[config.mk]
export PLATFORM = sky130hd
export DESIGN_NAME = mrs_queue
export DESIGN_NICKNAME = d
export VERILOG_FILES = /design/src/rtl/mrs_pkg.sv /design/src/rtl/mrs_queue.sv
export SDC_FILE = /design/constraint.sdc
export NUM_CORES = 1
export LEC_CHECK = 0
export ABC_CLOCK_PERIOD_IN_PS = 2100
export BUFFER_PORTS_ARGS = -buffer_cell sky130_fd_sc_hd__buf_2
export CORE_MARGIN = 8
export CORE_UTILIZATION = 40
export DETAILED_ROUTE_END_ITERATION = 8
export MAX_ROUTING_LAYER = met4
export PLACE_DENSITY = 0.58
export SLEW_MARGIN = 20
export SYNTH_ARGS = -nofsm -noshare
export SYNTH_HDL_FRONTEND = slang
export SYNTH_SLANG_ARGS = --single-unit
[constraint.sdc]
create_clock -name clk -period 2.1 [get_ports clk]
set_clock_uncertainty 0.15 [all_clocks]
set_input_delay 0.105 -clock clk [delete_from_list [all_inputs] [get_ports clk]]
set_output_delay 0.105 -clock clk [all_outputs]
set_load 0.05 [all_outputs]
[src/rtl/mrs_pkg.sv]
// Shared types and constants of the Modbus RTU slave engine.
package mrs_pkg;

  localparam int RX_DEPTH_DEF      = 256;
  localparam int COIL_DEPTH_DEF    = 512;
  localparam int HOLDING_DEPTH_DEF = 512;
  localparam int INPUT_DEPTH_DEF   = 512;

  // index field of a queue entry covers the largest receive buffer (512)
  localparam int QE_IDX_W = 10;
  localparam int Q_DEPTH  = 4;

  localparam logic [1:0] CMD_BYTE  = 2'd0;
  localparam logic [1:0] CMD_TICK  = 2'd1;
  localparam logic [1:0] CMD_LOCAL = 2'd2;

  localparam logic [7:0] FC_READ_COILS    = 8'd1;
  localparam logic [7:0] FC_READ_DISCRETE = 8'd2;
  localparam logic [7:0] FC_READ_HOLDING  = 8'd3;
  localparam logic [7:0] FC_READ_INPUT    = 8'd4;
  localparam logic [7:0] FC_WRITE_COIL    = 8'd5;
  localparam logic [7:0] FC_WRITE_REG     = 8'd6;
  localparam logic [7:0] FC_WRITE_COILS   = 8'd15;
  localparam logic [7:0] FC_WRITE_REGS    = 8'd16;

  localparam logic [1:0] EX_NONE  = 2'd0;
  localparam logic [1:0] EX_FUNC  = 2'd1;
  localparam logic [1:0] EX_ADDR  = 2'd2;
  localparam logic [1:0] EX_VALUE = 2'd3;

  localparam logic [2:0] REG_STATION   = 3'd0;
  localparam logic [2:0] REG_GAP       = 3'd1;
  localparam logic [2:0] REG_COIL_BASE = 3'd2;
  localparam logic [2:0] REG_COIL_CNT  = 3'd3;
  localparam logic [2:0] REG_HOLD_BASE = 3'd4;
  localparam logic [2:0] REG_HOLD_CNT  = 3'd5;
  localparam logic [2:0] REG_INP_BASE  = 3'd6;
  localparam logic [2:0] REG_INP_CNT   = 3'd7;

  typedef struct packed {
    logic [1:0]  cmd;
    logic [7:0]  rx_byte;
    logic [8:0]  local_index;
    logic [15:0] local_value;
  } in_item_t;

  typedef struct packed {
    logic [7:0] byte_0;
    logic [7:0] byte_1;
    logic [7:0] byte_2;
    logic [7:0] byte_3;
    logic [2:0] byte_count;
    logic       last;
  } out_item_t;

  typedef struct packed {
    logic [7:0]  station;
    logic [7:0]  gap;
    logic [15:0] coil_base;
    logic [9:0]  coil_count;
    logic [15:0] hold_base;
    logic [9:0]  hold_count;
    logic [15:0] inp_base;
    logic [9:0]  inp_count;
  } cfg_t;

  typedef enum logic [1:0] {K_BYTE, K_LOCAL, K_FRAME} qkind_t;

  typedef struct packed {
    qkind_t              kind;
    logic [QE_IDX_W-1:0] idx;
    logic [15:0]         data;
  } qent_t;

  typedef enum logic [1:0] {M_EXC, M_RCOIL, M_RREG, M_ECHO} rmode_t;

  typedef enum logic [4:0] {
    B_IDLE, B_SCAN, B_CHECK, B_EXEC,
    B_WC, B_WC_W, B_WH, B_WH_HI, B_WH_LO,
    B_HDR, B_RC, B_RC_W, B_RC_PUSH,
    B_RR, B_RR_HI, B_RR_LO, B_CRC0, B_CRC1
  } bstate_t;

endpackage

[src/rtl/mrs_queue.sv]
// Short request queue between the front end and the frame engine.
module mrs_queue (
  input  logic           clk,
  input  logic           rst,
  input  logic           push,
  input  mrs_pkg::qent_t wdata,
  input  logic           pop,
  output mrs_pkg::qent_t head,
  output logic           full,
  output logic           empty
);

  localparam int AW = $clog2(mrs_pkg::Q_DEPTH);

  mrs_pkg::qent_t  ent [mrs_pkg::Q_DEPTH];
  logic [AW-1:0]   wptr, rptr;
  logic [AW:0]     cnt;

  assign full  = (cnt == (AW+1)'(mrs_pkg::Q_DEPTH));
  assign empty = (cnt == '0);
  assign head  = ent[rptr];

  always_ff @(posedge clk) begin
    if (push) ent[wptr] <= wdata;
  end

  always_ff @(posedge clk) begin
    if (rst) begin
      wptr <= '0;
      rptr <= '0;
      cnt  <= '0;
    end else begin
      if (push) wptr <= wptr + AW'(1);
      if (pop)  rptr <= rptr + AW'(1);
      cnt <= cnt + (AW+1)'(push) - (AW+1)'(pop);
    end
  end

endmodule

After elaboration in Yosys (flattened, before gate mapping)
Memories as Yosys holds them, arrays and structs flattened. A register that Yosys moved wholly into a read port is not among the register bits.
Cells that the tools add are included.

operators by class
  add/sub/neg operators = 4
  equal/unequal tests = 1
  multiplexer cells = 4
  reductions and logical operators = 1

operators with widths
  operator                                      number
  adder 2 x 1 -> 2 bit (second input constant)  2
  two-way mux 2 bit                             2
  adder 3 x 1 -> 3 bit                          1
  equality test 3 bit (second input constant)   1
  zero test 3 bit                               1
  subtractor 3 x 1 -> 3 bit                     1
  two-way mux 1 bit                             2

word-level totals
  register bits after elaboration = 7
  bits in writable memories = 112
  input bits = 32
  output and inout port bits = 30
  logic and storage cells = 14
  memories kept = 1

memories
  name  depth  width  rd ports  clocked after Yosys merged registers in  wr ports  line             RTL
  ent   4      28     1         1                                        1         mrs_queue.sv:15  mrs_pkg::qent_t ent [mrs_pkg::Q_DEPTH];

Depth between registers and ports, before layout
Gate-level depths: netlist (run 1).

  word-level depth = 3
  depth in mapped cells = 7
  gate-level depth less buffers = 7

Worst setup path before layout (run 1)
OpenSTA, ideal clock, no wires.

  path type = reg2reg
  start point = reg wptr[0]
  end point = mem ent[2][0] in the netlist's numbering (enable)
  library setup time = 0.387 ns
  arrival = 1.242 ns
  data required time = 1.563 ns
  setup slack = 0.320 ns
  cell stages (with the launch flop) = 4
  buffers on the path = 0
  clock period less this slack = 1.780 ns
  cell sequence = dfxtp_1 inv_1 ha_1 and2_1

RTL lines
  what                      line             RTL
  start: declaration        mrs_queue.sv:16  logic [AW-1:0] wptr, rptr;
  start signal: assignment  mrs_queue.sv:33  if (push) wptr <= wptr + AW'(1);
  end: declaration          mrs_queue.sv:15

No word-level cell before the write port.

==> results of run 1 <==
==> path summary, 6_finish.rpt <==
check	end	slack, ns	cells past startpoint
worst max-delay path	head[27]	0.06	3
worst min-delay path	ent[1][8]$_DFFE_PP_	0.31	2
worst max register to register	cnt[2]$_SDFF_PP0_	0.36	7
worst min register to register	flip-flop	0.39	2
==> sequential cells by signal, indices dropped and copies added, names as in the netlist, named ones only <==
signal	flops
ent	112
cnt	3
rptr	2
wptr	2
==> power groups by stage <==
| stage | combinational [W] | sequential [W] | clock (W) |
|---|---|---|---|
| floorplan | 0.000661 | 0.00285 | 0 |
| global placement | 0.000873 | 0.00286 | 0 |
| detailed placement | 0.000880 | 0.00287 | 0 |
| CTS | 0.000936 | 0.00282 | 0.00324 |
| global route | 0.000988 | 0.00283 | 0.00334 |
| finish | 0.000926 | 0.00282 | 0.00317 |
==> cells in the final DEF (no fill, tap or decap), types with 2 or more instances in the layout <==
cell             n
buf_4            4
clkinvlp_4       2
and2_2           4
dfxtp_2          2
mux4_2          21
inv_1            6
buf_12           6
bufinv_16        6
dfxtp_1          7
dlygate4sd3_1   31
clkinv_2         2
mux4_1           7
xnor2_1          2
clkbuf_16       18
buf_2           57
clkinv_4         2
nor2_1           5
edfxtp_1       112
nor2b_1          2
ha_1             6
==> through the flow <==
step	instances	util [%]	hold WS, ns
finish	455	54.1	0.307
global route	455	54.1	0.311
CTS	454	53.9	0.294
detailed placement	392	45.2	0.177
global placement	392	45.2	0.168
floorplan	188	-	0.0266
==> area by class of cell <==
cell class	count	area, um^2
Clock inverter	13	226
Inverter	6	22.5
Multi-Input combinational cell	55	898
Sequential cell	121	3550
Fill cell	893	5150
Clock buffer	18	429
Timing Repair Buffer	99	771
Tap cell	143	179
==> routing by layer <==
metal  routed length, um  share of wire, %  vias to the layer above  global-route usage, %
li1                    -                 -                     1008                      -
met1                3540                44                     1125                   13.4
met2                4000                50                       52                   18.1
met3                 460               5.7                        5                   4.88
met4                  55              0.68                        0                   3.88
met5                   0                 0                        -                      -
==> timing repair <==
action,CTS,global route
endpoints found under the setup margin,4,9
cloned,0,1
hold buffers,31,0
endpoints found under the hold margin,121,0
gates resized for setup,5,0
==> Yosys cell counts (2+ instances only) <==
cell,n,area share [%]
and2_1,4,0.55
buf_12,2,0.88
buf_2,3,0.33
dfxtp_1,9,4.0
edfxtp_1,112,74
ha_1,6,1.7
inv_1,6,0.50
mux4_1,8,4.6
mux4_2,20,9.9
nor2_1,5,0.41
nor2b_1,2,0.28
xnor2_1,2,0.39
==> worst max-delay path, stage by stage, from the launching register on <==
cell	delay, ns
dfxtp_2	0.40
buf_12	0.20
mux4_1	0.58
buf_4	0.21
==> cell families after synthesis <==
logic type | after synthesis | synth area share [%]
fa+ha+maj | 7 | 2.10
mux | 29 | 14.8
simple gates | 14 | 1.66
xor+xnor | 3 | 0.912
buf+inv | 12 | 1.96
flops | 121 | 78.2
compound gates | 2 | 0.331
==> key figures, run 1 <==
Setup path
  – CP Max Fanout: 14
  – Crit start category: flip-flop
  – Worst Setup End Kind: output pin
  – FF-to-FF Start: cnt[0]$_SDFF_PP0_
  – Crit path required time: 1.85 ns
  – CP Class: reg -> out
  – Critical Path AT: 1.78 ns

Final layout
  – Layout cells sized above 1: 40.1%
  – N_diodes: 0
  – Fin area: around 6000 um^2
  – Area grow syn2layout: 34.1%
  – Fin nets: 339

Power and ir drop
  – Peak VDD IR: 0.000630 V
  – PD cells: 1140 nW/um^2
  – Leakage power: 2.17 nW
  – Net switching power: 0.00159 W
  – Switching share of power: 23.0%
  – Sequential power share: 40.8%
  – Clk network pwr share: between 40% and 50%
  – P_int: 0.00533 W
  – Overall power: 0.00692 W
  – Comb power frac: 13.4%

Yosys
  – Synthesized net count: 227
  – Number of synthesized register bits: 121
  – Sequential fraction of the synthesis area: 78.2%
  – Synth Flop Type: edfxtp_1
  – Number of flops mapped to enable cells by yosys: approximately 110
  – Syn_area_per_cell: 24.1 um^2
  – Post-Synthesis Cell Area: 4530 um^2
  – Async SR Flop Fraction: 0%
  – Distinct cell type count after synthesis: 21
  – Post-Syn Instances: ~190
  – Synth Warn #: 0

Drt
  – Drt first pass iters: 4
  – Routed wire length: between 8 and 9 mm
  – Antenna-violating nets left: 0
  – Initial DRC count: 160
  – DR WL/cell: 17.7 um
  – DRC: 0
  – Vias per inst: 4.81
  – Vias: 2190

Timing
  – Achievable Freq: 491 MHz
  – Max_slew headroom: between 70% and 80%
  – Tightest Pin Transition: 0.313 ns
  – Worst Setup Slack, final: 0.0623 ns
  – Hold violation count in the final report: 0
  – Final Max Slew Viols: 0
  – Setup TNS Final: 0 ns
  – Final setup viols: 0
  – Tcrit/Tclk final: 97.0%
  – Min cycle time layout: slightly above 2 ns

Clock network
  – Post-CTS Setup Inserts: 0
  – Later-pin clock latency in the skew report: 0.40 ns
  – Htree depth: 4
  – Clock Pin Slew Worst Setup and Hold Paths: around 0.050 ns
  – Clock tree buffer depth: 2
  – CTS tree: done
  – Cts bufs inserted: 17
  – Root buf cell: clkbuf_16
  – Clk sink count: 121

Floorplanning
  – Initial Util: 40.4%
  – Row count: 39
  – Die Y: 122 um
  – Die footprint: 15000 um^2
  – Core area: 11200 um^2
  – Die width: 122 um
  – I/O pin count: 62

Global route
  – Initial antenna violation count: 0
  – Vias in the first global route: between 2000 and 2500
  – Largest net degree at the start of global routing: 29
  – Global-route usage over all layers: 11.6%
  – Wire length of the first global-routing pass: 12.4 mm
  – Grt ovf: 0

Outcome
  – Outcome: finished, final reports clean

Run
  – MaxCap Viol Count: 0

Hold path
  – Hold Crit Start: wdata[8]
  – Hold Crit Class: in -> reg

Placement
  – Dpl hpwl: between 4 and 5 mm
  – RePlAce Congestion: 0.654
  – Port buffer count: 61
  – Cell Area, Placed: around 5000 um^2
  – Setup Slack @ Placement: 0.353 ns
Note: power is estimated with default switching activity, not from simulation.
==> inputs of run 2 (changes only) <==
SETUP_SLACK_MARGIN = 0.2   (was not set)
==> run 2 against run 1 <==
Sequential power barely moved. Wire length is 1.3% higher. Final area rose by 3.2%. Final cell count rose by 0.44%. Critical path type unchanged. Register-to-register slack is essentially flat.
==> key figures, run 2 (synthesis results as in run 1) <==
Outcome
  – Outcome: finished, final reports clean

Final layout
  – Largest register by flop count: ent
  – Layout cells sized above 1: 42.7%
  – Area grow syn2layout: 38.4%
  – Max reg flops: 112
  – Fin nets: 341
  – Fill count: 874
  – N_diodes: 0
  – Commonest non-fill, non-tap cells in the layout: edfxtp_1, buf_2, dlygate4sd3_1, mux4_2, buf_6
  – Commonest non-fill, non-tap cell in the layout: edfxtp_1
  – Largest regs: ent (112), cnt (3)

Setup path
  – CP Cell Sequence: clkbuf_16 > mux4_2 > buf_6
  – Crit start category: flip-flop
  – Reg2Reg Depth: 7
  – CP max-delay cell: mux4_2
  – CP Class: reg -> out
  – CP Max Fanout: 7
  – Worst Setup End Kind: output pin
  – FF-to-FF Start: cnt[0]$_SDFF_PP0_
  – Critical Path AT: 1.71 ns
  – Crit path required time: 1.85 ns
  – CP peak stage delay: 0.51 ns

Global route
  – Initial antenna violation count: 0
  – Grt ovf: 0
  – Vias in the first global route: 2425
  – Wire length of the first global-routing pass: 12.7 mm
  – Largest net degree at the start of global routing: 29
  – Global-route usage over all layers: around an eighth

Floorplanning
  – Initial Util: approximately two fifths
  – Core area: 11200 um^2
  – I/O pin count: between 60 and 70
  – Die width: ~120 um
  – Die footprint: about 15000 um^2
  – Row count: 39
  – Die Y: approximately 120 um

Drt
  – DRC: 0
  – DR WL/cell: 17.8 um
  – Routed wire length: approximately 8 mm
  – Wire length on met3: 396 um
  – Antenna-violating nets left: 0
  – Met2 Routed Length: 4.00 mm
  – Vias per inst: 4.77
  – Drt first pass iters: 6
  – Met1 Wirelength: 3.68 mm
  – Initial DRC count: 150
  – Vias: ~2200
  – Highest metal used: met4

Timing
  – Worst Setup Slack, final: roughly 0.14 ns
  – Setup TNS Final: 0 ns
  – Worst Hold Slack: 0.306 ns
  – Min cycle time layout: 1.96 ns
  – Final setup viols: 0
  – Hold violation count in the final report: 0
  – Max_slew headroom: 77.9%
  – Tightest Pin Transition: 0.332 ns
  – RSZ-0062 raised after global routing: true
  – Final Max Slew Viols: 0
  – Achievable Freq: roughly 510 MHz
  – Tcrit/Tclk final: between 90% and 100%

Hold path
  – Hold Crit Class: in -> reg
  – Hold Crit Start: wdata[8]
  – Hold Path Depth: 2

Clock network
  – Clock Pin Slew Worst Setup and Hold Paths: 0.05 ns
  – CTS tree: done
  – Cts bufs inserted: 17
  – Htree depth: 4
  – Root buf cell: clkbuf_16
  – Later-pin clock latency in the skew report: 0.39 ns
  – Clk sink count: 121
  – Clock tree buffer depth: 2

Run
  – MaxCap Viol Count: 0

Power and ir drop
  – PD cells: 1130 nW/um^2
  – Leakage power: 2.22 nW
  – Peak VDD IR: 0.000625 V

Placement
  – Setup Slack @ Placement: 0.353 ns
  – Dpl hpwl: 4.60 mm
  – RePlAce Congestion: 0.654
  – Port buffer count: 61
[run 2: repair_timing]
item / 4_1_cts / 5_1_grt
endpoints found under the hold margin: 121 / 0
gates cloned: 2 / 1
setup endpoints to repair: 28 / 28
hold buffers: 31 / 0
setup buffers: 0 / 0
gates resized for setup: 49 / 18
[run 2: layout make-up]
cell class	instances	area [um^2]	area share (%)
clock buffers	18	429	6.85
flip-flops and latches	121	3550	56.6
well taps	143	179	2.85
clock inverters	13	226	3.61
inverters	6	22.5	0.359
repair buffers	101	991	15.8
multi-input cells	55	872	13.9
[run 2: where the power goes]
| group | switching, W | internal, W |
|---|---|---|
| logic | 0.000599 | 0.000460 |
| registers | 0.0000541 | 0.00277 |
| clock network | 0.000962 | 0.00221 |
[run 2: per-layer routing]
layer | track usage, % | vias up
li1 | - | 1009
met4 | 3.88 | 0
met1 | 13.8 | 1110
met3 | 4.78 | 8
met5 | - | -
met2 | 18.5 | 54
[run 2: stage by stage]
stage                     power (W)  util, %  cells  instance area (um^2)
after floorplan             0.00351        -    188                  4530
after global placement      0.00373     45.2    392                  5070
after detailed placement    0.00375     45.2    392                  5070
after CTS                   0.00710     55.3    456                  6210
after global routing        0.00731     55.9    457                  6270
final                       0.00706     55.9    457                  6270
[run 2: worst paths after layout]
kind | end | slack, ns
setup / recovery | head[10] | 0.14
hold / removal | ent[1][8]$_DFFE_PP_ | 0.31
setup reg to reg | cnt[2]$_SDFF_PP0_ | 0.36
hold reg to reg | flip-flop | 0.39
[run 2: worst max-delay path, delay by kind of cell, from the launching register on]
kind     cells  cell delay [ns]
flops        1             0.44
buf+inv      2             0.37
mux          1             0.51
