[src/rtl/mrs_pkg.sv]
// Shared types and constants of the Modbus RTU slave engine.
package mrs_pkg;

  localparam int RX_DEPTH_DEF      = 256;
  localparam int COIL_DEPTH_DEF    = 512;
  localparam int HOLDING_DEPTH_DEF = 512;
  localparam int INPUT_DEPTH_DEF   = 512;

  // index field of a queue entry covers the largest receive buffer (512)
  localparam int QE_IDX_W = 10;
  localparam int Q_DEPTH  = 4;

  localparam logic [1:0] CMD_BYTE  = 2'd0;
  localparam logic [1:0] CMD_TICK  = 2'd1;
  localparam logic [1:0] CMD_LOCAL = 2'd2;

  localparam logic [7:0] FC_READ_COILS    = 8'd1;
  localparam logic [7:0] FC_READ_DISCRETE = 8'd2;
  localparam logic [7:0] FC_READ_HOLDING  = 8'd3;
  localparam logic [7:0] FC_READ_INPUT    = 8'd4;
  localparam logic [7:0] FC_WRITE_COIL    = 8'd5;
  localparam logic [7:0] FC_WRITE_REG     = 8'd6;
  localparam logic [7:0] FC_WRITE_COILS   = 8'd15;
  localparam logic [7:0] FC_WRITE_REGS    = 8'd16;

  localparam logic [1:0] EX_NONE  = 2'd0;
  localparam logic [1:0] EX_FUNC  = 2'd1;
  localparam logic [1:0] EX_ADDR  = 2'd2;
  localparam logic [1:0] EX_VALUE = 2'd3;

  localparam logic [2:0] REG_STATION   = 3'd0;
  localparam logic [2:0] REG_GAP       = 3'd1;
  localparam logic [2:0] REG_COIL_BASE = 3'd2;
  localparam logic [2:0] REG_COIL_CNT  = 3'd3;
  localparam logic [2:0] REG_HOLD_BASE = 3'd4;
  localparam logic [2:0] REG_HOLD_CNT  = 3'd5;
  localparam logic [2:0] REG_INP_BASE  = 3'd6;
  localparam logic [2:0] REG_INP_CNT   = 3'd7;

  typedef struct packed {
    logic [1:0]  cmd;
    logic [7:0]  rx_byte;
    logic [8:0]  local_index;
    logic [15:0] local_value;
  } in_item_t;

  typedef struct packed {
    logic [7:0] byte_0;
    logic [7:0] byte_1;
    logic [7:0] byte_2;
    logic [7:0] byte_3;
    logic [2:0] byte_count;
    logic       last;
  } out_item_t;

  typedef struct packed {
    logic [7:0]  station;
    logic [7:0]  gap;
    logic [15:0] coil_base;
    logic [9:0]  coil_count;
    logic [15:0] hold_base;
    logic [9:0]  hold_count;
    logic [15:0] inp_base;
    logic [9:0]  inp_count;
  } cfg_t;

  typedef enum logic [1:0] {K_BYTE, K_LOCAL, K_FRAME} qkind_t;

  typedef struct packed {
    qkind_t              kind;
    logic [QE_IDX_W-1:0] idx;
    logic [15:0]         data;
  } qent_t;

  typedef enum logic [1:0] {M_EXC, M_RCOIL, M_RREG, M_ECHO} rmode_t;

  typedef enum logic [4:0] {
    B_IDLE, B_SCAN, B_CHECK, B_EXEC,
    B_WC, B_WC_W, B_WH, B_WH_HI, B_WH_LO,
    B_HDR, B_RC, B_RC_W, B_RC_PUSH,
    B_RR, B_RR_HI, B_RR_LO, B_CRC0, B_CRC1
  } bstate_t;

endpackage

[src/rtl/mrs_front.sv]
// Front end: frame delimiting, address filter and classification of requests.
module mrs_front #(
  parameter int RX_DEPTH = mrs_pkg::RX_DEPTH_DEF
) (
  input  logic              clk,
  input  logic              rst,
  input  logic              in_valid,
  output logic              in_stall,
  input  mrs_pkg::in_item_t in_item,
  input  logic [7:0]        station,
  input  logic [7:0]        gap,
  input  logic              q_full,
  output logic              q_push,
  output mrs_pkg::qent_t    q_entry
);

  localparam int PW = $clog2(RX_DEPTH + 1);

  logic [PW-1:0] pos, pos_next;
  logic          accepting, accepting_next;
  logic [8:0]    idle, idle_next;
  logic [7:0]    first_byte, first_byte_next;
  logic [8:0]    idle_inc;
  logic          accept;

  assign in_stall = q_full;
  assign accept   = in_valid && !q_full;
  assign idle_inc = idle + 9'd1;

  always_comb begin
    pos_next        = pos;
    accepting_next  = accepting;
    idle_next       = idle;
    first_byte_next = first_byte;
    q_push          = 1'b0;
    q_entry.kind    = mrs_pkg::K_BYTE;
    q_entry.idx     = mrs_pkg::QE_IDX_W'(pos);
    q_entry.data    = {8'h00, in_item.rx_byte};
    if (accept) begin
      case (in_item.cmd)
        mrs_pkg::CMD_BYTE: begin
          if (accepting) begin
            if (pos == '0) begin
              first_byte_next = in_item.rx_byte;
              if (in_item.rx_byte != station) accepting_next = 1'b0;
            end
            if (pos < PW'(RX_DEPTH)) begin
              q_push   = 1'b1;
              pos_next = pos + PW'(1);
            end
          end
          idle_next = '0;
        end
        mrs_pkg::CMD_TICK: begin
          if (idle_inc > {1'b0, gap}) begin
            pos_next       = '0;
            accepting_next = 1'b1;
            idle_next      = '0;
            q_entry.kind   = mrs_pkg::K_FRAME;
            q_push         = (pos >= PW'(8)) && (first_byte == station);
          end else begin
            idle_next = idle_inc;
          end
        end
        mrs_pkg::CMD_LOCAL: begin
          q_push       = 1'b1;
          q_entry.kind = mrs_pkg::K_LOCAL;
          q_entry.idx  = mrs_pkg::QE_IDX_W'(in_item.local_index);
          q_entry.data = in_item.local_value;
        end
        default: ;
      endcase
    end
  end

  always_ff @(posedge clk) begin
    if (rst) begin
      pos        <= '0;
      accepting  <= 1'b0;
      idle       <= '0;
      first_byte <= '0;
    end else begin
      pos        <= pos_next;
      accepting  <= accepting_next;
      idle       <= idle_next;
      first_byte <= first_byte_next;
    end
  end

endmodule

[config.mk]
export PLATFORM = sky130hd
export DESIGN_NAME = mrs_front
export DESIGN_NICKNAME = d
export VERILOG_FILES = /design/src/rtl/mrs_pkg.sv /design/src/rtl/mrs_front.sv
export SDC_FILE = /design/constraint.sdc
export NUM_CORES = 1
export LEC_CHECK = 0
export ABC_AREA = 1
export BUFFER_PORTS_ARGS = -buffer_cell sky130_fd_sc_hd__buf_2
export CORE_UTILIZATION = 45
export DETAILED_ROUTE_END_ITERATION = 10
export PLACE_DENSITY = 0.77
export SLEW_MARGIN = 20
export SYNTH_ARGS = -nofsm -noshare
export SYNTH_HDL_FRONTEND = slang
export SYNTH_SLANG_ARGS = --single-unit
export TNS_END_PERCENT = 30
[constraint.sdc]
create_clock -name clk -period 2.2 [get_ports clk]
set_input_delay 0.33 -clock clk [delete_from_list [all_inputs] [get_ports clk]]
set_output_delay 0.33 -clock clk [all_outputs]
set_load 0.02 [all_outputs]
# Word level (Yosys, flattened, before mapping)

Cells that the tools add are included.

Add/subtract/negate cells: 2
Order comparisons: 3
Eq/ne operators: 7
Mux-type cells: 20
Reductions and logical operators: 10

Operator list:

| cell                | number |
|---|---|
| $mux 9              | 4 |
| $pmux 9 s2          | 2 |
| $mux 28             | 1 |
| $mux 25             | 1 |
| $add 9x1->9 const B | 2 |
| $ge 9x4->1 const B  | 1 |
| $gt 9x8->1          | 1 |
| $logic_not 9->1     | 1 |
| $lt 9x9->1 const B  | 1 |
| $eq 8x8->1          | 1 |
| $mux 1              | 8 |
| $ne 8x8->1          | 1 |
| $ne 2x2->1 const B  | 3 |
| $reduce_and 5->1    | 1 |
| $pmux 2 s2          | 1 |
| $reduce_and 4->1    | 1 |
| $pmux 1 s3          | 1 |
| $reduce_and 3->1    | 1 |
| $eq 2x1->1 const B  | 1 |
| $eq 2x2->1 const B  | 1 |
| $logic_and 1x1->1   | 2 |
| $logic_not 2->1     | 1 |
| $mux 2              | 1 |
| $pmux 1 s2          | 1 |
| other kinds (3)     | 3 |

Register bits: 27
Input bits: 55
Output and inout bits: 30
Word-level logic and storage cells: 46

# Longest topological paths before layout

Gate-level depths: netlist of run 1.

Depth after elaboration: 5
Gate-level depth with buffers: 18

# Least setup slack after synthesis of run 1

Ideal clock, no wire load.

Kind: register -> output
From: register idle[0]
To: output q_push
Arrival: 2,184 ps
Data required time: 1,870 ps
Path slack: -314 ps
Stages on the path, launching flop included: 17
Buffers on the path: 0
Cells stage by stage: dfxtp_1 -> ha_1 -> nand3_2 -> xnor2_1 -> ha_1 -> nand2_1 -> nor2_1 -> nand2_1 -> nand3_1 -> nand2_1 -> nand2_1 -> nand2_1 -> nand2_1 -> nand2_2 -> nor2_1 -> nand2_1 -> a31oi_1

Cells in the longest elaborated chain, start to end: 5

RTL lines:

| item                   | line            | source |
|---|---|---|
| from (decl)            | mrs_front.sv:21 | `logic [8:0] idle, idle_next;` |
| from (signal assigned) | mrs_front.sv:85 | `idle <= idle_next;` |
| $add 9x1->9            | mrs_front.sv:28 | `assign idle_inc = idle + 9'd1;` |
| $gt 9x8->1             | mrs_front.sv:55 | `if (idle_inc > {1'b0, gap}) begin` |
| $mux 1                 | mrs_front.sv:55 |  |
| $pmux 1 s3             | mrs_front.sv:40 | `case (in_item.cmd)` |
| $mux 1                 | mrs_front.sv:39 | `if (accept) begin` |
| to (decl)              | mrs_front.sv:13 | `output logic q_push,` |

Every way passes these cells.

# Worst setup path after layout of run 1

Ends and elaborated chain as after synthesis.

==> results.yml, run 1 <==
run_status:
  run_status: "finished with violations"
  violations: "negative setup slack"
worst_setup_path:
  cp.required_ns: 1.87
  critPathMaxFanout: 3
  r2r-start: "idle[0]"
  path_class: "flip-flop to output pin"
  rr_worst_depth: 18
  cp_data_arrival_time_ns: 2.38
  startpoint: "idle[0]"
  timing.rr.end: "idle[4]"
  endpoint: "q_push"
  path_cells: "ha_4, nand3_4, xnor2_2, ha_1, nand2_2, nor2_2, nand2_1, nand3_1, nand2_1, nand2_1, nand2_1, nand2_1, nand2_2, nor2_4, nand2_2, a31oi_4, buf_6"
  cp-end-kind: "output pin"
  max_stage_delay_ns: 0.38
  critPathSlowestCell: "dfxtp_4"
  path_common_cell: "nand2_1"
  crit_path_start_kind: "flip-flop"
  regToRegSetupSlack_ns: -0.45
route:
  viasPerCell: 4.88
  wl_met3_um: 381
  met2_length_mm: 2.71
  drcViolationCount: 0
  top_layer: "met4"
  detail-route-antenna-nets: 0
  m1WireLength_mm: 2.56
  drt_wl_total_mm: 5.75
  vias: 2610
  dr.pass1.iters: 5
  drtIter0Drc: 157
  wl_per_cell_um: 10.7
synthesis:
  synth-seq-cells: 27
  synth_top_family_by_area: "simple AND/OR/NAND/NOR gates"
  synth_compound_area_frac: 0.0993
  synth_warnings: 0
  postSynthAreaPerCell_um2: 6.11
  synthMuxAreaShare: 0
  yosys.area_share.simple: 0.396
  ys_seq_area_frac: 0.240
  synth_cell_type_count: 30
  syn_area_um2: 2260
  synth-xor-area-share: 0.0660
  syn-num-nets: 439
  synthAdderAreaFrac: 0.0832
  postSynthCellCount: 369
finish:
  seqCellArea_um2: 548
  fillers: 448
  insertedDiodeCount: 0
  fin_nets: 539
  instances_no_fill: 535
  multiInputGateArea_um2: 1570
  syn_to_final_growth_pct: 36.4
  final_util: 0.643
  drive_gt1_frac: 0.308
power:
  power_density_nw_per_um2: 361
  power_frac_comb: 0.281
  p_switching_uw: 358
  power_frac_clock: 0.266
  p_int_uw: 753
  p_seq_frac: 0.452
  max-vdd-ir-drop_uv: 395
  power_leakage_nw: 1.57
  p_total_mw: 1.11
  p_sw_frac: 0.322
clock_tree:
  cts.sinks: 27
  htreeDepth: 1
  clk_path_buf_depth: 2
  ctsHoldBuffers: 0
  cts.clk_slew.worst_paths_ns: 0.09
  root_buffer: "clkbuf_8"
  cts_tree: "done"
  clock_latency_ns: 0.28
  cts_buffers: 3
placement:
  gp_congestion: 0.820
  hpwlAfterDp_mm: 4.35
  numPortBuffers: 83
  place_inst: 521
timing:
  finClkSkew_ns: 0.00577
  worst_hold_slack_ns: 0.312
  tightest_slew_ns: 0.556
  slew_viol_final: 0
  max_slew_margin: 0.629
  fin_crit_ns: 2.71
  tns_ns: -8.41
  min_period_over_period: 1.23
  fin_ws_ns: -0.513
  max_clock_freq_mhz: 369
  hold_violations: 0
  setup_viol: 20
  grt_setup_unrepaired: "true"
global_route:
  grt_max_degree: 31
  grt.overflow.total: 0
  grt_pass1_vias: 2341
  grt_use_total: 0.224
  grt_antenna_before_repair: 0
  grt_pass1_wl_mm: 9.52
floorplanning:
  die_h_um: 72.8
  dieWidth_um: 72.8
  rows: 25
  die-area_um2: 5300
  core_um2: 4790
  pin_count: 85
  start_util: 0.471
job:
  max_cap_violations: 0
min_path:
  hold_class: "input pin to flip-flop"
## cell usage in the layout (no fill, tap or decap), types with 2 or more instances in the layout
cell | synthesis | final
nand3_4 | 1 | 3
buf_4 | 2 | 15
clkbuf_8 | 0 | 3
nor2_4 | 2 | 3
nand3_1 | 20 | 20
nor2_1 | 43 | 38
nand4_1 | 16 | 16
xnor2_1 | 8 | 7
nor3_1 | 5 | 5
dfxtp_2 | 0 | 3
or2_2 | 3 | 3
nand2_1 | 105 | 99
nand2_2 | 3 | 9
o21ai_2 | 2 | 2
buf_2 | 2 | 82
o21ai_0 | 25 | 25
inv_1 | 51 | 51
buf_6 | 1 | 5
dfxtp_1 | 27 | 23
a21oi_1 | 15 | 15
xor2_1 | 9 | 8
nor2_2 | 1 | 5
ha_1 | 15 | 14
buf_12 | 0 | 2
## power groups by stage
stage / combinational (mW) / sequential [mW] / clock (mW)
2_1_floorplan: 0.179 / 0.513 / 0
3_3_place_gp: 0.281 / 0.515 / 0
6_report: 0.312 / 0.503 / 0.296
4_1_cts: 0.310 / 0.502 / 0.297
3_5_place_dp: 0.288 / 0.515 / 0
5_1_grt: 0.346 / 0.504 / 0.318
## layer usage
| metal | vias up | GRT usage |
|---|---|---|
| met1 | 1119 | 0.276 |
| met3 | 15 | 0.0401 |
| met5 | - | 0 |
| met4 | 0 | 0.0610 |
| met2 | 115 | 0.398 |
| li1 | 1361 | - |
## worst min path at each step
stage | to | slack [ns] | from | cells past startpoint
floorplan | first_byte[4] | 0.45 | first_byte[4] | 2
global placement | first_byte[4] | 0.47 | first_byte[4] | 2
detailed placement | first_byte[4] | 0.47 | first_byte[4] | 2
CTS | first_byte[6] | 0.31 | in_item[31] | 3
global route | first_byte[6] | 0.31 | in_item[31] | 3
finish | first_byte[6] | 0.31 | in_item[31] | 3
## cells by family after synthesis
kind of cell               Yosys count
adders and majority gates           15
buffers and inverters               64
other                                1
AOI/OAI and AO/OA                   43
and+or+nand+nor                    202
xor gates and xnor gates            17
DFF                                 27
## registers in the layout, summed over array words and instances, names as in the netlist
| register | flops |
|---|---|
| idle | 9 |
| accepting | 1 |
| first_byte | 8 |
| pos | 9 |
## synthesized netlist by cell type
master,count,area [um^2]
xor2_1,9,78.8
nor2_1,43,161
inv_1,51,191
nand4_1,16,100
nor2_4,2,22.5
nand2_4,1,11.3
inv_2,1,3.75
o21ai_0,25,125
buf_1,1,3.75
clkinv_1,1,3.75
a21oi_1,15,75.1
nand2_1,105,394
nand2_2,3,18.8
dfxtp_1,27,541
buf_4,2,15.0
conb_1,1,3.75
clkbuf_1,5,18.8
buf_6,1,11.3
nor2_2,1,6.26
ha_1,15,188
buf_2,2,10.0
nand3_1,20,100
nand3_2,1,10.0
nor3b_1,1,7.51
o21ai_2,2,17.5
xnor2_1,8,70.1
or2_2,3,18.8
nor3_1,5,25.0
a31oi_1,1,6.26
nand3_4,1,17.5
## metrics by stage
| stage | worst slack (ns) | instance area, um^2 |
|---|---|---|
| detailed placement | -0.322 | 2860 |
| global placement | -0.265 | 2860 |
| finish | -0.513 | 3080 |
| floorplan | -0.0995 | 2310 |
| global route | -0.669 | 3080 |
| CTS | -0.547 | 3040 |
## cell type report
cell class                 instances  share of cell area
timing repair buffer             105               0.206
sequential                        27               0.178
clock inverter                     1             0.00163
clock buffer                       3              0.0134
inverter                          53              0.0646
multi-input combinational        279               0.509
tap                               67              0.0272
## worst max-delay path: cells and delay by family (launching register included)
family / cells / cell delay (ns)
xor+xnor: 1 / 0.15
simple gates: 12 / 0.82
compound gates: 1 / 0.14
flops: 1 / 0.38
buf+inv: 1 / 0.13
fa+ha+maj: 2 / 0.48
## repair_timing
action | in CTS | in global routing
gates cloned | 1 | 0
pin swaps | 9 | 3
setup endpoints to repair | 20 | 20
setup buffers | 9 | 2
endpoints found under the hold margin | 0 | 0
resized for setup | 15 | 12
(Power assumes the default switching activity.)
==> inputs of run 2 (changes only) <==
RECOVER_POWER = 100   (was unset)
==> results.yml, run 2 (same netlist as run 1, synthesis figures left out) <==
run_status:
  run_status: "finished with violations"
  violations: "negative setup slack"
job:
  max_cap_violations: 0
floorplanning:
  dieWidth_um: 72.8
  pin_count: 85
  die-area_um2: 5300
  die_h_um: 72.8
  start_util: 0.471
  core_um2: 4790
  rows: 25
placement:
  hpwlAfterDp_mm: 4.35
  place_inst: 521
  gp_congestion: 0.820
  numPortBuffers: 83
worst_setup_path:
  crit_path_start_kind: "flip-flop"
  cp-end-kind: "output pin"
  crit_family: "simple AND/OR/NAND/NOR gates"
  cp_num_buf_inv: 1
  path_common_cell: "nand2_1"
  cp.required_ns: 1.87
  max_stage_delay_ns: 0.38
  path_class: "flip-flop to output pin"
  critPathSlowestCell: "dfxtp_4"
  path_cells: "ha_4, nand3_4, xnor2_2, ha_1, nand2_2, nor2_2, nand2_1, nand3_1, nand2_1, nand2_1, nand2_1, nand2_1, nand2_2, nor2_4, nand2_2, a31oi_4, buf_6"
  critPathMaxFanout: 3
  cp_data_arrival_time_ns: 2.38
min_path:
  hold_class: "input pin to flip-flop"
power:
  power_density_nw_per_um2: 362
  p_total_mw: 1.10
  max-vdd-ir-drop_uv: 388
  power_leakage_nw: 1.52
route:
  drcViolationCount: 0
  viasPerCell: 4.80
  dr.pass1.iters: 4
  drt_wl_total_mm: 5.73
  vias: 2569
  wl_per_cell_um: 10.7
  drtIter0Drc: 190
  detail-route-antenna-nets: 0
timing:
  fin_crit_ns: 2.71
  finClkSkew_ns: 0.00523
  fin_ws_ns: -0.510
  tightest_slew_ns: 0.547
  hold_violations: 0
  max_slew_margin: 0.635
  slew_viol_final: 0
  max_clock_freq_mhz: 369
  grt_setup_unrepaired: "true"
  min_period_over_period: 1.23
  setup_viol: 20
clock_tree:
  ctsHoldBuffers: 0
  cts.sinks: 27
  cts.clk_slew.worst_paths_ns: 0.09
  htreeDepth: 1
  clock_latency_ns: 0.28
  root_buffer: "clkbuf_8"
  cts_tree: "done"
  clk_path_buf_depth: 2
  cts_buffers: 3
finish:
  syn_to_final_growth_pct: 34.8
  final_common_cell: "nand2_1"
  top_regs: "idle x9, pos x9, first_byte x8"
  final_cell_mix: "nand2_1, buf_2, inv_1"
  fin_nets: 539
  insertedDiodeCount: 0
  drive_gt1_frac: 0.282
  instances_no_fill: 535
global_route:
  grt_pass1_vias: 2341
  grt.overflow.total: 0
  grt_antenna_before_repair: 0
  grt_pass1_wl_mm: 9.52
  grt_max_degree: 31
  grt_use_total: 0.224
run 2: cell types whose count changed in the layout (fill, tap and decap cells not counted):
cell	previous run	this run
clkbuf_4	0	1
buf_4	15	14
nor2_4	3	2
clkbuf_1	0	10
clkbuf_2	0	10
buf_12	2	1
nor2_1	38	40
nor2_2	5	4
buf_2	82	63
run 2: worst paths after layout:
check	startpoint	endpoint	slack, ns	depth (start not counted)
setup / recovery	idle[0]	q_push	-0.51	17
hold / removal	in_item[31]	first_byte[6]	0.32	3
setup reg to reg	idle[0]	idle[4]	-0.45	18
hold reg to reg	first_byte[4]	first_byte[4]	0.48	2
run 2: area by class of cell:
| class | count | area [um^2] |
|---|---|---|
| clock inverter | 1 | 5.00 |
| tap | 67 | 83.8 |
| clock buffer | 3 | 41.3 |
| fill | 452 | 1750 |
| timing repair buffer | 105 | 607 |
| sequential | 27 | 548 |
| multi-input combinational | 279 | 1560 |
| inverter | 53 | 199 |
run 2: through the flow:
step / worst slack [ns] / TNS (ns) / hold WS (ns) / instance area, um^2 / utilization
global placement: -0.265 / -2.46 / 0.470 / 2860 / 0.597
finish: -0.510 / -8.41 / 0.317 / 3040 / 0.635
detailed placement: -0.322 / -3.88 / 0.474 / 2860 / 0.597
floorplan: -0.0995 / -0.141 / 0.450 / 2310 / -
global route: -0.669 / -12.27 / 0.308 / 3040 / 0.635
CTS: -0.547 / -7.63 / 0.310 / 3040 / 0.635
run 2: worst register-to-register path, cell delays in order (launching register included):
cell,delay [ns]
dfxtp_4,0.38
ha_4,0.15
nand3_4,0.08
xnor2_2,0.15
ha_1,0.33
nand2_2,0.07
nor2_2,0.10
buf_4,0.11
buf_4,0.09
nand4_1,0.11
nand2_2,0.12
buf_4,0.11
buf_6,0.08
buf_6,0.10
nand2_8,0.05
buf_2,0.15
nor2_4,0.19
nand2_1,0.11
a21oi_1,0.12
run 2: report_power, final:
part           total [mW]  internal, mW  switching (mW)  leakage, nW
sequential          0.503         0.495         0.00721        0.220
clock               0.290         0.127           0.163       0.0255
combinational       0.307         0.127           0.180         1.28
total                1.10         0.750           0.350         1.52
run 2: metal layers:
layer / track usage / vias to the layer above / part of all wire / wire [um]
li1: - / 1359 / - / -
met1: 0.276 / 1097 / 0.45 / 2580
met2: 0.398 / 103 / 0.47 / 2700
met3: 0.0401 / 10 / 0.067 / 385
met4: 0.0610 / 0 / 0.011 / 64
met5: 0 / - / 0 / 0
run 2: timing repair:
| item | 4_1_cts | 5_1_grt |
|---|---|---|
| cloned | 1 | 0 |
| resized for setup | 15 | 12 |
| setup buffers | 9 | 2 |
| pin swaps | 9 | 3 |
| setup endpoints to repair | 20 | 20 |
==> inputs of run 3 (changes only) <==
CORE_UTILIZATION = 44   (was 45)
PLACE_DENSITY = 0.76   (was 0.77)
==> results.yml, run 3 (same netlist as run 1, synthesis figures left out) <==
run_status:
  run_status: "finished with violations"
  violations: "negative setup slack"
worst_setup_path:
  cp.required_ns: 1.87
  critPathMaxFanout: 3
  path_cells: "buf_4, nand3_2, nor2_2, buf_4, nand3_1, xnor2_1, ha_1, nand2_1, nor2_1, nand4_1, nand2_2, nor2_4, nand2_2, a31oi_4, buf_6"
  critPathSlowestCell: "dfxtp_2"
  crit_family: "simple AND/OR/NAND/NOR gates"
  max_stage_delay_ns: 0.38
  r2r-start: "idle[1]"
  cp-end-kind: "output pin"
  crit_path_start_kind: "flip-flop"
  startpoint: "idle[1]"
  cp_num_buf_inv: 3
  path_class: "flip-flop to output pin"
  cp_data_arrival_time_ns: 2.51
placement:
  place_area_um2: 2870
  numPortBuffers: 83
  place_inst: 522
  hpwlAfterDp_mm: 4.41
  gp_congestion: 0.851
min_path:
  hold_class: "input pin to flip-flop"
  hold_path.startpoint: "in_item[31]"
timing:
  tightest_slew_ns: 0.543
  setup_viol: 20
  max_clock_freq_mhz: 352
  grt_setup_unrepaired: "true"
  slew_viol_final: 0
  fin_crit_ns: 2.84
  min_period_over_period: 1.29
  fin_ws_ns: -0.638
  max_slew_margin: 0.638
  finClkSkew_ns: 0.00288
  hold_violations: 0
job:
  max_cap_violations: 0
global_route:
  grt.overflow.total: 0
  grt_max_degree: 31
  grt_use_total: 0.212
  grt_pass1_wl_mm: 9.09
  grt_pass1_vias: 2299
  grt_antenna_before_repair: 0
finish:
  top_regs: "idle x9, pos x9, first_byte x8"
  final_common_cell: "nand2_1"
  drive_gt1_frac: 0.295
  final_cell_mix: "nand2_1, buf_2, inv_1"
  insertedDiodeCount: 0
  fillers: 476
  fin_nets: 542
  multiInputGateArea_um2: 1580
  syn_to_final_growth_pct: 36.1
  final_util: 0.637
  design_area_um2: 3070
  seqCellArea_um2: 546
  instances_no_fill: 538
route:
  dr.pass1.iters: 4
  viasPerCell: 4.84
  detail-route-antenna-nets: 0
  wl_per_cell_um: 11.1
  vias: 2603
  drt_wl_total_mm: 5.98
  drtIter0Drc: 143
  drcViolationCount: 0
floorplanning:
  dieWidth_um: 73.6
  pin_count: 85
  rows: 25
  die-area_um2: 5420
  core_um2: 4820
  die_h_um: 73.6
  start_util: 0.468
clock_tree:
  htreeDepth: 1
  cts.sinks: 27
  ctsHoldBuffers: 0
  root_buffer: "clkbuf_8"
  clk_path_buf_depth: 2
  cts.clk_slew.worst_paths_ns: 0.10
  clock_latency_ns: 0.28
  cts_buffers: 3
  cts_tree: "done"
power:
  power_density_nw_per_um2: 357
  power_leakage_nw: 1.54
  p_total_mw: 1.10
  max-vdd-ir-drop_uv: 220
-- run 3: changes by cell type in the layout (fill, tap and decap cells not counted), sizes merged --
cell	delta
buf	+2
clkbuf	+1
-- run 3: final cells by class --
cell class                 instances  area share
sequential                        27       0.178
multi-input combinational        279       0.516
clock buffer                       3      0.0135
inverter                          53      0.0648
clock inverter                     1     0.00163
tap                               67      0.0273
timing repair buffer             108       0.199
-- run 3: through the flow --
step / TNS, ns / hold WS (ns) / setup WS [ns]
floorplan: -0.141 / 0.450 / -0.0995
global placement: -2.14 / 0.465 / -0.262
detailed placement: -3.39 / 0.479 / -0.339
CTS: -6.50 / 0.307 / -0.543
global route: -12.58 / 0.311 / -0.799
finish: -8.44 / 0.312 / -0.638
-- run 3: what timing repair did --
action,in CTS,in global routing
setup buffers,5,6
pin swaps,7,16
resized for setup,8,14
gates cloned,1,0
endpoints found under the setup margin,20,20
endpoints found under the hold margin,0,0
-- run 3: worst paths after layout --
check / end / slack [ns] / cells past startpoint
worst max-delay path: q_push / -0.64 / 15
worst min-delay path: first_byte[6] / 0.31 / 3
worst max register to register: idle[4] / -0.48 / 17
worst min register to register: first_byte[4] / 0.49 / 2
-- run 3: layer usage --
| metal | global-route usage | share of wire | up-vias |
|---|---|---|---|
| li1 | - | - | 1365 |
| met1 | 0.245 | 0.44 | 1133 |
| met2 | 0.404 | 0.49 | 101 |
| met3 | 0.0274 | 0.064 | 4 |
| met4 | 0.0620 | 0.0059 | 0 |
| met5 | 0 | 0 | - |
-- run 3: power breakdown --
group | total [mW] | internal (mW) | switching [mW]
clock network | 0.294 | 0.127 | 0.166
logic | 0.300 | 0.122 | 0.178
registers | 0.503 | 0.495 | 0.00724
-- run 3: tightest hold or removal path: cells and delay by family --
kind | cells | cell delay (ns)
buf+inv | 1 | 0.11
simple gates | 2 | 0.13
